## config.mk

```make
export PLATFORM = sky130hd
export DESIGN_NAME = cma_div_cell
export DESIGN_NICKNAME = d
export VERILOG_FILES = /design/src/rtl/cma_pkg.sv /design/src/rtl/cma_div_cell.sv
export SDC_FILE = /design/constraint.sdc
export NUM_CORES = 1
export LEC_CHECK = 0
export BUFFER_PORTS_ARGS = -buffer_cell sky130_fd_sc_hd__buf_2
export CAP_MARGIN = 20
export CORE_UTILIZATION = 39
export DETAILED_ROUTE_END_ITERATION = 6
export PLACE_DENSITY_LB_ADDON = 0.05
export SLEW_MARGIN = 20
export SYNTH_ARGS = -nofsm -noshare
export SYNTH_HDL_FRONTEND = slang
export SYNTH_SLANG_ARGS = --single-unit
```

## constraint.sdc

```tcl
create_clock -name clk -period 0.8 [get_ports clk]
set_clock_uncertainty 0.05 [all_clocks]
set_input_delay 0.08 -clock clk [delete_from_list [all_inputs] [get_ports clk]]
set_output_delay 0.08 -clock clk [all_outputs]
set_load 0.02 [all_outputs]
```

## src/rtl/cma_pkg.sv

```systemverilog
// Shared types and constants of the centred moving average block.
`default_nettype none

package cma_pkg;

    // Control word that travels with every request through both cell chains
    typedef struct packed {
        logic valid;
        logic last;
        logic neg;
    } cma_ctl_t;

    localparam int          CFG_W           = 6;
    localparam logic [5:0]  WINDOW_RESET    = 6'd1;
    localparam int          APB_AW          = 3;
    localparam int          APB_DW          = 32;
    localparam logic        REG_WINDOW_SIZE = 1'b0;

endpackage

`default_nettype wire

```

## src/rtl/cma_div_cell.sv

```systemverilog
// Divider cell: one restoring step, one quotient bit of the magnitude.
`default_nettype none

module cma_div_cell #(
    parameter int MAG_W = 29,
    parameter int DIV_W = 6
) (
    input  wire logic               clk,
    input  wire logic               rst_n,
    input  wire logic               adv,
    input  wire logic [DIV_W-1:0]   divisor,
    input  wire cma_pkg::cma_ctl_t  ctl_in,
    input  wire logic [DIV_W-1:0]   rem_in,
    input  wire logic [MAG_W-1:0]   mq_in,
    output cma_pkg::cma_ctl_t       ctl_out,
    output logic [DIV_W-1:0]        rem_out,
    output logic [MAG_W-1:0]        mq_out
);

    cma_pkg::cma_ctl_t  ctl_reg;
    logic [DIV_W-1:0]   rem_reg;
    logic [MAG_W-1:0]   mq_reg;

    logic [DIV_W:0]     trial;
    logic               qbit;
    logic [DIV_W-1:0]   rem_next;
    logic [MAG_W-1:0]   mq_next;

    // mq holds the unused dividend bits on top and the quotient bits below
    assign trial    = {rem_in, mq_in[MAG_W-1]};
    assign qbit     = trial >= {1'b0, divisor};
    assign rem_next = qbit ? DIV_W'(trial - {1'b0, divisor}) : DIV_W'(trial);
    assign mq_next  = {mq_in[MAG_W-2:0], qbit};

    always_ff @(posedge clk or negedge rst_n)
    begin
        if (!rst_n)
        begin
            ctl_reg <= '0;
        end
        else if (adv)
        begin
            ctl_reg <= ctl_in;
        end
    end

    always_ff @(posedge clk)
    begin
        if (adv)
        begin
            rem_reg <= rem_next;
            mq_reg  <= mq_next;
        end
    end

    assign ctl_out = ctl_reg;
    assign rem_out = rem_reg;
    assign mq_out  = mq_reg;

endmodule

`default_nettype wire

```

==> metrics.txt <==
1st-iter DRT viols 50; Data arrival, critical path 1.53 ns; CTS root buf clkbuf_8; CP Data Required Time 0.79 ns; Die H 64.9 um; top_reg_cell synth edfxtp_1; area leader, netlist edfxtp_1; CORE AREA 3720 um^2; Fillers 223; P per Cell Area 1970 nW/um^2; Post-synth top cells edfxtp_1, inv_1, ha_1, mux2_2; Max Fclk 649 MHz; Leak 1.30 nW; Die Area 4210 um^2; sequential fraction of the synthesis area 0.731; actual slew at the worst max-slew pin 0.272 ns; synth top area cells edfxtp_1, ha_1, mux2_2; crit path max-delay cell type mux2_4; pin count of the biggest net entering global routing 14; TritonCTS Buffers 5; Routed WL per cell 15.5 um; Post-Layout Cell Count 278; Max Fanout on Critical Path 3; failing checks hold timing, setup timing; number of global-route vias before repair 1227; CTS H-Tree Depth 2; final worst-path cycle share 1.93; first-pass GRT wire length 5530 um; Post-DRT Antenna Nets 0; Mean Syn Cell Area 17.9 um^2; Max Cap Violations 0; routed wire length 4320 um; FF+latch area 1130 um^2; Final Wtd Congestion 0.737; Tot GR Track Use 0.183; Reg2Reg Launch Point ctl_out[2]; Sink Count 38; synth unique cells 24; post-DR vias/cell 4.53; R2R Path End ctl_out[2]; area of the multi-input gates 440 um^2; Nets 284; top-count cell post-synth edfxtp_1; CTS tree yes; hpwl dp 2460 um; Hold Path Sink ctl_out[1]; Cell Rows 22; die width 64.9 um; CP Cell Sequence buf_8, inv_12, ha_4, nand2b_4, a211oi_2, o21ai_2, a211oi_4, buf_6, mux2_4; Hold Crit Depth 2; port bufs 84; IO Pins 85; placed cell count 239; post-route setup TNS -11.17 ns; Worst R2R Setup Slack -0.03 ns; share of the synthesized area in the top cell type 0.682; CP Class in -> reg; initial antenna violation count 0; dpl ws -1.11 ns; vias after detailed routing 1258; slew margin rel. 0.819; number of synthesized register bits 38; Tmin final 1.54 ns; HP Class in -> reg; Yosys Warn Count 0; Worst VDD drop 0.844 mV; Design Power 5.76 mW; DRC Markers 0; Max Buffers Root-to-Sink 2; Worst-path clk slew 0.08 ns; Syn Nets 141; Initial Utilization 0.415; CP Capture Type register; Post-synth EDFFs 35; fin. max-slew vios 0; ant diodes 0; Hold Slack -0.0384 ns; GRT Residual Overflow 0; synthesized area 1540 um^2; synth-to-layout area growth 89.7%; Worst Reg-to-Reg Cells 1; status finished with violations; hold wc startpoint ctl_in[1]; critical path launch point type input pin; ys async rst share 0.0789; hold_buf cts 29; PnR worst setup slack -0.740 ns; RSZ-0062 raised after global routing yes; share of layout cells above drive strength 1 0.596; Critical Path Max Stage Delay 0.29 ns; Final Hold Vio Count 3; First-pass DRT Iterations 4; cells after synthesis 86; Worst-Skew Late Latency 0.29 ns; final setup fails 48
==> per-stage QoR <==
step | utilization | instance area (um^2)
3_3_place_gp | 0.614 | 2280
2_1_floorplan | - | 1620
5_1_grt | 0.787 | 2920
6_report | 0.787 | 2920
4_1_cts | 0.745 | 2770
3_5_place_dp | 0.614 | 2280
==> layout by cell type, fill, tap and decap left out, types with 2 or more instances in the layout <==
| cell type | n |
|---|---|
| edfxtp_1 | 35 |
| ha_1 | 3 |
| mux2_4 | 4 |
| bufinv_16 | 2 |
| mux2i_1 | 2 |
| inv_1 | 8 |
| mux2_2 | 3 |
| clkbuf_8 | 5 |
| a311o_1 | 2 |
| buf_4 | 18 |
| buf_2 | 54 |
| xnor2_1 | 2 |
| buf_6 | 32 |
| dfrtp_2 | 3 |
| dlygate4sd3_1 | 29 |
| a21oi_1 | 2 |
| ha_4 | 3 |
| buf_12 | 2 |
==> where the power goes <==
group,leakage (nW),internal (mW),switching [mW]
clock,0.0658,1.23,0.671
combinational,0.857,0.776,0.606
sequential,0.375,2.39,0.0876
==> critical path: cells and delay by family <==
family                   cells  cell delay [ns]
AO/OA/AOI/OAI                3             0.53
multiplexers                 1             0.29
buffers and inverters        3             0.27
adder cells (fa/ha/maj)      1             0.22
AND/OR/NAND/NOR              1             0.13
==> how the worst max path moves through the flow <==
stage | start | end | slack [ns] | depth (start not counted)
floorplan | mq_in[28] | rem_out[2] | -0.96 | 7
global placement | mq_in[28] | rem_out[5] | -1.11 | 9
detailed placement | mq_in[28] | rem_out[2] | -1.11 | 9
CTS | mq_in[28] | rem_out[2] | -0.75 | 9
global route | mq_in[28] | rem_out[4] | -0.78 | 9
finish | mq_in[28] | rem_out[4] | -0.74 | 9
==> area by class of cell <==
class	count	area share
Clock inverter	3	0.0218
Tap cell	48	0.0205
Multi-Input combinational cell	38	0.151
Clock buffer	5	0.0235
Sequential cell	38	0.386
Inverter	10	0.0171
Timing Repair Buffer	136	0.380
==> flip-flops by register name, summed over array words and instances (netlist names) <==
| register | count |
|---|---|
| ctl_out | 3 |
| mq_out | 29 |
| rem_out | 6 |
==> per-layer routing <==
metal | wire, um | GRT usage | up-vias
met2 | 2370 | 0.362 | 53
met3 | 247 | 0.0458 | 7
li1 | - | - | 608
met5 | 0 | 0 | -
met4 | 61 | 0.0667 | 0
met1 | 1640 | 0.179 | 590
==> logic make-up after synthesis <==
| family | share of synthesized area |
|---|---|
| buf+inv | 0.0244 |
| fa+ha+maj | 0.0698 |
| mux | 0.0641 |
| flops | 0.731 |
| compound gates | 0.0714 |
| xor+xnor | 0.0114 |
| simple gates | 0.0284 |
==> repair_timing <==
item,in CTS,in global routing
endpoints found under the setup margin,48,48
resized for setup,19,47
pin swaps,1,0
endpoints found under the hold margin,34,3
buffers inserted,1,1
No activity file was read; power rests on OpenSTA's default activity.
