## src/rtl/cma_pkg.sv

```systemverilog
// Shared types and constants of the centred moving average block.
`default_nettype none

package cma_pkg;

    // Control word that travels with every request through both cell chains
    typedef struct packed {
        logic valid;
        logic last;
        logic neg;
    } cma_ctl_t;

    localparam int          CFG_W           = 6;
    localparam logic [5:0]  WINDOW_RESET    = 6'd1;
    localparam int          APB_AW          = 3;
    localparam int          APB_DW          = 32;
    localparam logic        REG_WINDOW_SIZE = 1'b0;

endpackage

`default_nettype wire

```

## src/rtl/cma_sum_cell.sv

```systemverilog
// Accumulation cell: one history tap plus one stage of the window-sum chain.
`default_nettype none

module cma_sum_cell #(
    parameter int SAMPLE_BITS = 24,
    parameter int MAX_HALF    = 16,
    parameter int IDX         = 0,
    localparam int DEPTH      = 2 * MAX_HALF + 1,
    localparam int SEEN_W     = $clog2(DEPTH + 1),
    localparam int O_W        = $clog2(MAX_HALF + 1),
    localparam int SUM_W      = SAMPLE_BITS + $clog2(DEPTH)
) (
    input  wire logic                          clk,
    input  wire logic                          rst_n,
    input  wire logic                          shift_en,
    input  wire logic                          adv,
    input  wire logic signed [SAMPLE_BITS-1:0] hist_in,
    output logic signed [SAMPLE_BITS-1:0]      hist_out,
    input  wire logic [SEEN_W-1:0]             seen,
    input  wire logic signed [SAMPLE_BITS-1:0] first,
    input  wire logic [O_W-1:0]                half,
    input  wire cma_pkg::cma_ctl_t             ctl_in,
    input  wire logic [O_W-1:0]                o_in,
    input  wire logic signed [SUM_W-1:0]       sum_in,
    output cma_pkg::cma_ctl_t                  ctl_out,
    output logic [O_W-1:0]                     o_out,
    output logic signed [SUM_W-1:0]            sum_out
);

    localparam int              CW    = SEEN_W + 1;
    localparam logic [CW-1:0]   IDX_C = CW'(IDX);

    logic signed [SAMPLE_BITS-1:0] hist_reg;
    cma_pkg::cma_ctl_t             ctl_reg;
    logic [O_W-1:0]                o_reg;
    logic signed [SUM_W-1:0]       sum_reg;

    logic                          in_win;
    logic                          live;
    logic signed [SAMPLE_BITS-1:0] term;
    logic signed [SUM_W-1:0]       sum_next;

    // tap lies inside o-half .. o+half
    assign in_win   = (IDX_C + CW'(half) >= CW'(o_in)) && (IDX_C <= CW'(o_in) + CW'(half));
    // taps older than the block start replicate the first sample
    assign live     = IDX_C < CW'(seen);
    assign term     = live ? hist_reg : first;
    assign sum_next = in_win ? (sum_in + SUM_W'(term)) : sum_in;

    always_ff @(posedge clk or negedge rst_n)
    begin
        if (!rst_n)
        begin
            ctl_reg <= '0;
        end
        else if (adv)
        begin
            ctl_reg <= ctl_in;
        end
    end

    always_ff @(posedge clk)
    begin
        if (adv)
        begin
            o_reg   <= o_in;
            sum_reg <= sum_next;
        end
        if (shift_en)
        begin
            hist_reg <= hist_in;
        end
    end

    assign hist_out = hist_reg;
    assign ctl_out  = ctl_reg;
    assign o_out    = o_reg;
    assign sum_out  = sum_reg;

endmodule

`default_nettype wire

```

## config.mk

```make
export PLATFORM = sky130hd
export DESIGN_NAME = cma_sum_cell
export DESIGN_NICKNAME = d
export VERILOG_FILES = /design/src/rtl/cma_pkg.sv /design/src/rtl/cma_sum_cell.sv
export SDC_FILE = /design/constraint.sdc
export NUM_CORES = 1
export LEC_CHECK = 0
export ABC_CLOCK_PERIOD_IN_PS = 8500
export BUFFER_PORTS_ARGS = -buffer_cell sky130_fd_sc_hd__buf_2
export CAP_MARGIN = 5
export CORE_MARGIN = 3
export CORE_UTILIZATION = 53
export CTS_CLUSTER_SIZE = 10
export DETAILED_ROUTE_END_ITERATION = 7
export HOLD_SLACK_MARGIN = 0.12
export PLACE_DENSITY = 0.95
export RECOVER_POWER = 25
export SKIP_LAST_GASP = 1
export SLEW_MARGIN = 20
export SYNTH_ARGS = -nofsm -noshare
export SYNTH_HDL_FRONTEND = slang
export SYNTH_SLANG_ARGS = --single-unit
```

## constraint.sdc

```tcl
create_clock -name clk -period 8.5 [get_ports clk]
set_clock_uncertainty 0.05 [all_clocks]
set_input_delay 1.7 -clock clk [delete_from_list [all_inputs] [get_ports clk]]
set_output_delay 1.7 -clock clk [all_outputs]
set_load 0.02 [all_outputs]
```

==> flow_metrics.py, run 1 <==
metrics = {
    "run_status": {
        "outcome": "complete, no violations",
    },
    "sta": {
        "finalSetupTns_ns": 0,
        "slew_headroom": 0.1113,
        "period_share": 0.6590,
        "grt_setup_unrepaired": "no",
        "max_freq_ghz": 0.1785,
        "hold_violations": 0,
        "worst_pin_slew_ns": 1.333,
        "setup_viol": 0,
        "drv_slew": 0,
        "min_period_ns": 5.602,
    },
    "pwr": {
        "leakage_nw": 2.400,
        "ir_drop_v": 0.00009225,
        "p_per_area_mw_per_mm2": 188.9,
    },
    "yosys": {
        "syn_inst": 386,
        "synth_xor_area_frac": 0.04636,
        "ys_types": 50,
        "syn_avg_cell_area_sq_um": 10.77,
        "synth_edf_count": 59,
        "yosysTopAreaCell": "edfxtp_1",
        "syn-num-nets": 524,
        "yosys_register_bits": 62,
        "synth_top_area_frac": 0.4262,
        "synth-async-reset-ratio": 0.04839,
        "synthTopCellsByArea": "edfxtp_1 43%, ha_1 11%, mux2_2 7.0%, a21oi_1 4.2%, a21o_1 2.9%",
        "synth-compound-area-share": 0.1851,
        "synth_top_family_by_area": "compound AO/OA/AOI/OAI gates",
        "synth_simple_gate_area_frac": 0.1141,
        "ys.flop_type": "edfxtp_1",
        "synth-warning-count": 0,
        "yosys.area_share.adder": 0.1132,
        "synth.area.mux_share": 0.07526,
        "synth_seq_area_share": 0.4443,
        "synth_area_sq_mm": 0.004156,
    },
    "worst_hold_path": {
        "hold_path.class": "reg2reg",
    },
    "cts": {
        "ctsHoldBuffers": 0,
        "clk_latency_ns": 0.34,
        "cts_root_buf": "clkbuf_8",
        "numCtsBuffers": 9,
        "path_clk_slew_ns": 0.07,
        "htreeDepth": 3,
        "cts_setup_buffers": 0,
        "cts_sinks": 62,
        "cts_tree": "done",
        "cts_resized": 0,
        "clk_path_buf_depth": 2,
    },
    "run": {
        "drv_cap": 0,
    },
    "critical_path": {
        "path_cells": "buf_2, nor4_1, nand2_1, mux2_2, ha_1, a211oi_2, nor2_2, nor3_1, a31oi_1, a2bb2oi_2, a221o_1, or4_1, and3_1",
        "worstSetupPathType": "in2reg",
        "required_ns": 8.55,
        "cp_max_fo": 24,
        "slowest_stage": "nand2_1",
        "crit_path_start_kind": "input port",
        "crit_path_end_kind": "flop",
        "arrival_ns": 5.65,
        "critical_path.max_stage_delay_ns": 0.65,
    },
    "placement": {
        "hpwl_mm": 8.360,
        "place.gp.congestion": 0.8720,
        "placed_cells_incl_taps": 637,
        "numPortBuffers": 162,
    },
    "layout": {
        "finalNonFillerCells": 653,
        "drive_above_1_share": 0.3827,
        "layout_common_cells": "158 x buf_2, 59 x edfxtp_1, 36 x ha_1, 34 x a21oi_1, 31 x nor2_1",
        "area.growth.synth_to_final_pct": 27.00,
        "nNetsFinal": 687,
        "antenna_cells": 0,
        "final_common_cell": "buf_2",
    },
    "detailed_routing": {
        "first_pass_iters": 4,
        "drc": 0,
        "detail_route.iter0.violations": 125,
        "via_count": 3687,
        "routed_wl_mm": 10.82,
        "routedWlPerCell_um": 16.56,
        "routed_via_density": 5.646,
        "ant_nets": 0,
    },
    "floorplan": {
        "ios": 163,
        "die_area_sq_mm": 0.008941,
        "die-height_um": 94.56,
        "rows": 31,
        "start_util": 0.5581,
        "core_area_sq_mm": 0.007447,
        "die-width_um": 94.56,
    },
    "grt": {
        "grt_pass1_vias": 3786,
        "overflow": 0,
        "antenna_found_initial": 0,
        "grt_first_pass_wirelength_mm": 17.52,
        "grt_max_degree": 39,
        "grt.total_usage": 0.2516,
    },
}
[cell families (layout without fill, tap and decap cells)]
kind of cell	Yosys count	in the layout
buffers and inverters	24	192
and+or+nand+nor	100	100
adders and majority gates	37	37
DFF	62	62
AOI/OAI and AO/OA	113	113
muxes	28	28
xor gates and xnor gates	22	22
[where the power goes]
| part | internal (mW) | leakage [nW] | switching, mW | total, mW |
|---|---|---|---|---|
| clock | 0.166 | 0.109 | 0.125 | 0.291 |
| combinational | 0.129 | 1.68 | 0.192 | 0.321 |
| sequential | 0.375 | 0.612 | 0.00961 | 0.385 |
[path summary, 6_finish.rpt]
check | start | endpoint | slack [ns] | depth (start not counted)
worst max-delay path | seen[2] | sum_out[28] | 2.90 | 13
worst min-delay path | ctl_out[0] | ctl_out[0] | 0.47 | 1
worst max register to register | hist_out[2] | sum_out[28] | 5.14 | 10
worst min register to register | ctl_out[0] | ctl_out[0] | 0.47 | 1
max in group asynchronous | rst_n | ctl_out[0] | 7.12 | 1
min in group asynchronous | rst_n | ctl_out[2] | 1.11 | 1
[per-stage QoR]
step | cell area [sq um] | total power [mW] | hold WS [ns] | util | worst slack (ns)
after floorplan | 4156 | 0.6062 | 0.5859 | - | 3.363
after global placement | 5061 | 0.6961 | 0.4361 | 0.6796 | 2.651
after detailed placement | 5061 | 0.7076 | 0.4475 | 0.6796 | 2.536
after CTS | 5284 | 0.9999 | 0.4655 | 0.7095 | 2.880
after global routing | 5279 | 1.050 | 0.4945 | 0.7088 | 2.567
final | 5279 | 0.9972 | 0.4682 | 0.7088 | 2.898
[critical path, delay by kind of cell]
family                     cells  cell delay (ns)
buffers and inverters          1             0.10
muxes                          1             0.54
and+or+nand+nor                6             1.83
adders and majority gates      1             0.36
AOI/OAI and AO/OA              4             1.10
[synthesized netlist by cell type, types with 2 or more instances]
cell	instances
a31o_2	2
o21ai_1	2
and2_1	3
a211oi_1	4
o21bai_1	5
a311oi_1	2
ha_1	36
mux2_2	26
nand2b_1	4
nand4_1	3
edfxtp_1	59
nor2b_1	7
o31ai_1	6
inv_1	13
a21boi_0	2
a221o_1	3
and3_1	4
xnor2_1	12
nor2_1	31
or4_1	2
o21ai_0	14
o21a_1	5
nor4_1	3
nand3_1	5
a21oi_1	35
nor3_1	4
a21o_1	16
clkbuf_1	10
dfrtp_1	3
xor2_1	10
o211ai_1	2
a31oi_1	5
mux2i_1	2
nand2_1	30
[registers in the layout, summed over array words and instances (netlist names)]
| register | count |
|---|---|
| hist_out | 24 |
| o_out | 5 |
| ctl_out | 3 |
| sum_out | 30 |
[final cells by class]
class                      count  area (sq um)
tap                           99         123.9
multi-input combinational    300          2223
clock buffer                   9         123.9
sequential                    62          1847
clock inverter                 7         98.84
fill                         584          2168
inverter                      13         48.80
timing repair buffer         163         813.3
[layer usage]
metal  global-route usage  up-vias  wire length [um]
met1               0.2969     1693              4118
met3              0.04622       31               797
met2               0.4439      175              5595
met4               0.1142        0               304
li1                     -     1788                 -
met5                    0        -                 0
No activity file was read; power rests on OpenSTA's default activity.
==> run 2: changes to the inputs <==
ABC_CLOCK_PERIOD_IN_PS = 5400   (was 8500)
CORE_UTILIZATION = 50   (was 53)
PLACE_DENSITY = 0.94   (was 0.95)
clock period = 5.4 ns   (was 8.5 ns; I/O delays follow)
==> run 2 against run 1 <==
Cell count up 0.61%. Hold slack gained 0.0078 ns. Register-to-register slack got worse by 3.1 ns. Core utilization down 3.7 points. Via count up 2.3%. Critical path depth increased by 1. Sequential power grew 57%. Final area rose by 0.36%. Clock-buffer cell count grew 2. Flip-flop and latch count is the same. Sequential share of layout area is 0.12 points lower. Highest routed layer unchanged.
==> flow_metrics.py, run 2 (same netlist as run 1, synthesis figures left out) <==
metrics = {
    "critical_path": {
        "required_ns": 5.42,
        "crit_path_start_kind": "input port",
        "cp-startpoint": "seen[2]",
        "r2r_setup_slack_ns": 2.01,
        "rr_endpoint": "sum_out[27]",
        "worstSetupPathType": "in2reg",
        "r2r_start": "hist_out[6]",
        "arrival_ns": 4.52,
        "crit_path_end_kind": "flop",
        "cp_max_fo": 24,
        "rr_worst_depth": 10,
    },
    "cts": {
        "path_clk_slew_ns": 0.08,
        "ctsHoldBuffers": 0,
        "cts_resized": 0,
        "clk_latency_ns": 0.35,
        "clk_path_buf_depth": 2,
        "htreeDepth": 3,
        "cts_setup_buffers": 0,
        "cts_root_buf": "clkbuf_8",
        "numCtsBuffers": 9,
        "cts_tree": "done",
        "cts_sinks": 62,
    },
    "placement": {
        "place.gp.congestion": 0.9399,
        "hpwl_mm": 8.524,
        "placed_area_sq_mm": 0.005072,
        "numPortBuffers": 162,
    },
    "sta": {
        "max_freq_ghz": 0.2224,
        "hold_violations": 0,
        "grt_setup_unrepaired": "no",
        "slew_headroom": 0.06176,
        "setup_viol": 0,
        "min_period_ns": 4.496,
        "period_share": 0.8327,
        "finalSetupTns_ns": 0,
        "hold_slack_ns": 0.4761,
        "drv_slew": 0,
        "worst_pin_slew_ns": 1.407,
    },
    "pwr": {
        "pwr-share-seq": 0.380,
        "leakage_nw": 2.405,
        "p_int_mw": 1.078,
        "combPwrFrac": 0.318,
        "clockPowerShare": 0.302,
        "ir_drop_v": 0.0001770,
        "p_sw_frac": 0.3235,
        "p_switching_mw": 0.5156,
        "p_per_area_mw_per_mm2": 300.8,
    },
    "detailed_routing": {
        "drc": 0,
        "met1_length_mm": 4.283,
        "top_layer": "met4",
        "ant_nets": 0,
        "dr_wl_met2_mm": 5.748,
        "detail_route.iter0.violations": 170,
        "routed_via_density": 5.743,
        "via_count": 3773,
        "met3_wirelength_um": 719,
        "routedWlPerCell_um": 16.91,
        "first_pass_iters": 5,
        "routed_wl_mm": 11.11,
    },
    "run_status": {
        "outcome": "complete, no violations",
    },
    "grt": {
        "grt.total_usage": 0.2359,
        "overflow": 0,
        "grt_pass1_vias": 3793,
        "grt_first_pass_wirelength_mm": 18.04,
        "antenna_found_initial": 0,
        "grt_max_degree": 39,
    },
    "layout": {
        "final_common_cell": "buf_2",
        "nNetsFinal": 688,
        "area.growth.synth_to_final_pct": 27.45,
        "largest_register_ffs": 30,
        "antenna_cells": 0,
        "design_area_sq_mm": 0.005298,
        "drive_above_1_share": 0.3802,
        "post-route-util": 0.6716,
        "layout_common_cells": "156 x buf_2, 59 x edfxtp_1, 36 x ha_1, 34 x a21oi_1, 31 x nor2_1",
        "fillers": 616,
    },
    "floorplan": {
        "ios": 163,
        "core_area_sq_mm": 0.007888,
        "die_area_sq_mm": 0.009443,
        "die-height_um": 97.18,
        "die-width_um": 97.18,
        "rows": 32,
        "start_util": 0.5270,
    },
    "worst_hold_path": {
        "hold_path.class": "in2async",
    },
    "run": {
        "drv_cap": 0,
    },
}
[run 2: cell types whose count changed in the layout (fill, tap and decap cells not counted), sizes merged]
cell    change
buf         -1
clkbuf      +4
clkinv      -2
[run 2: power groups by stage]
stage          sequential, mW  clock [mW]  combinational [mW]
4_1_cts                 0.606       0.490               0.503
2_1_floorplan           0.681           0               0.273
6_report                0.606       0.481               0.506
3_3_place_gp            0.615           0               0.480
5_1_grt                 0.611       0.510               0.550
3_5_place_dp            0.617           0               0.498
[run 2: critical path, stage by stage]
cell      delay (ns)
buf_2           0.10
nor4_1          0.28
nand2_1         0.08
buf_4           0.24
mux2_2          0.31
ha_1            0.36
a211oi_2        0.29
nor2_2          0.12
nor4_1          0.55
o31ai_4         0.18
a221o_1         0.38
a21oi_1         0.22
mux2i_1         0.21
o21ai_1         0.07
[run 2: through the flow]
stage | worst slack (ns) | power [mW] | cells
after floorplan | 0.8830 | 0.9543 | 386
after global placement | 0.7171 | 1.095 | 641
after detailed placement | 0.5757 | 1.115 | 641
after CTS | 0.9647 | 1.600 | 657
after global routing | 0.7077 | 1.672 | 657
final | 0.9037 | 1.594 | 657
[run 2: final cells by class]
cell class / count / area, sq um / share of cell area
multi-input cells: 300 / 2223 / 0.4197
flip-flops and latches: 62 / 1847 / 0.3486
inverters: 13 / 48.80 / 0.009211
clock inverters: 5 / 81.33 / 0.01535
well taps: 102 / 127.6 / 0.02409
repair buffers: 164 / 818.3 / 0.1545
clock buffers: 11 / 151.4 / 0.02858
[run 2: routing by layer]
metal / global-route usage / up-vias
met3: 0.05312 / 39
met4: 0.09611 / 0
met5: 0 / -
met1: 0.2706 / 1762
met2: 0.4225 / 178
li1: - / 1794
[run 2: how the worst max path moves through the flow]
stage	end	slack, ns	cells past startpoint
finish	sum_out[27]	0.90	14
CTS	sum_out[27]	0.96	14
floorplan	sum_out[28]	0.88	13
global route	sum_out[28]	0.71	16
global placement	sum_out[28]	0.72	16
detailed placement	sum_out[27]	0.58	14
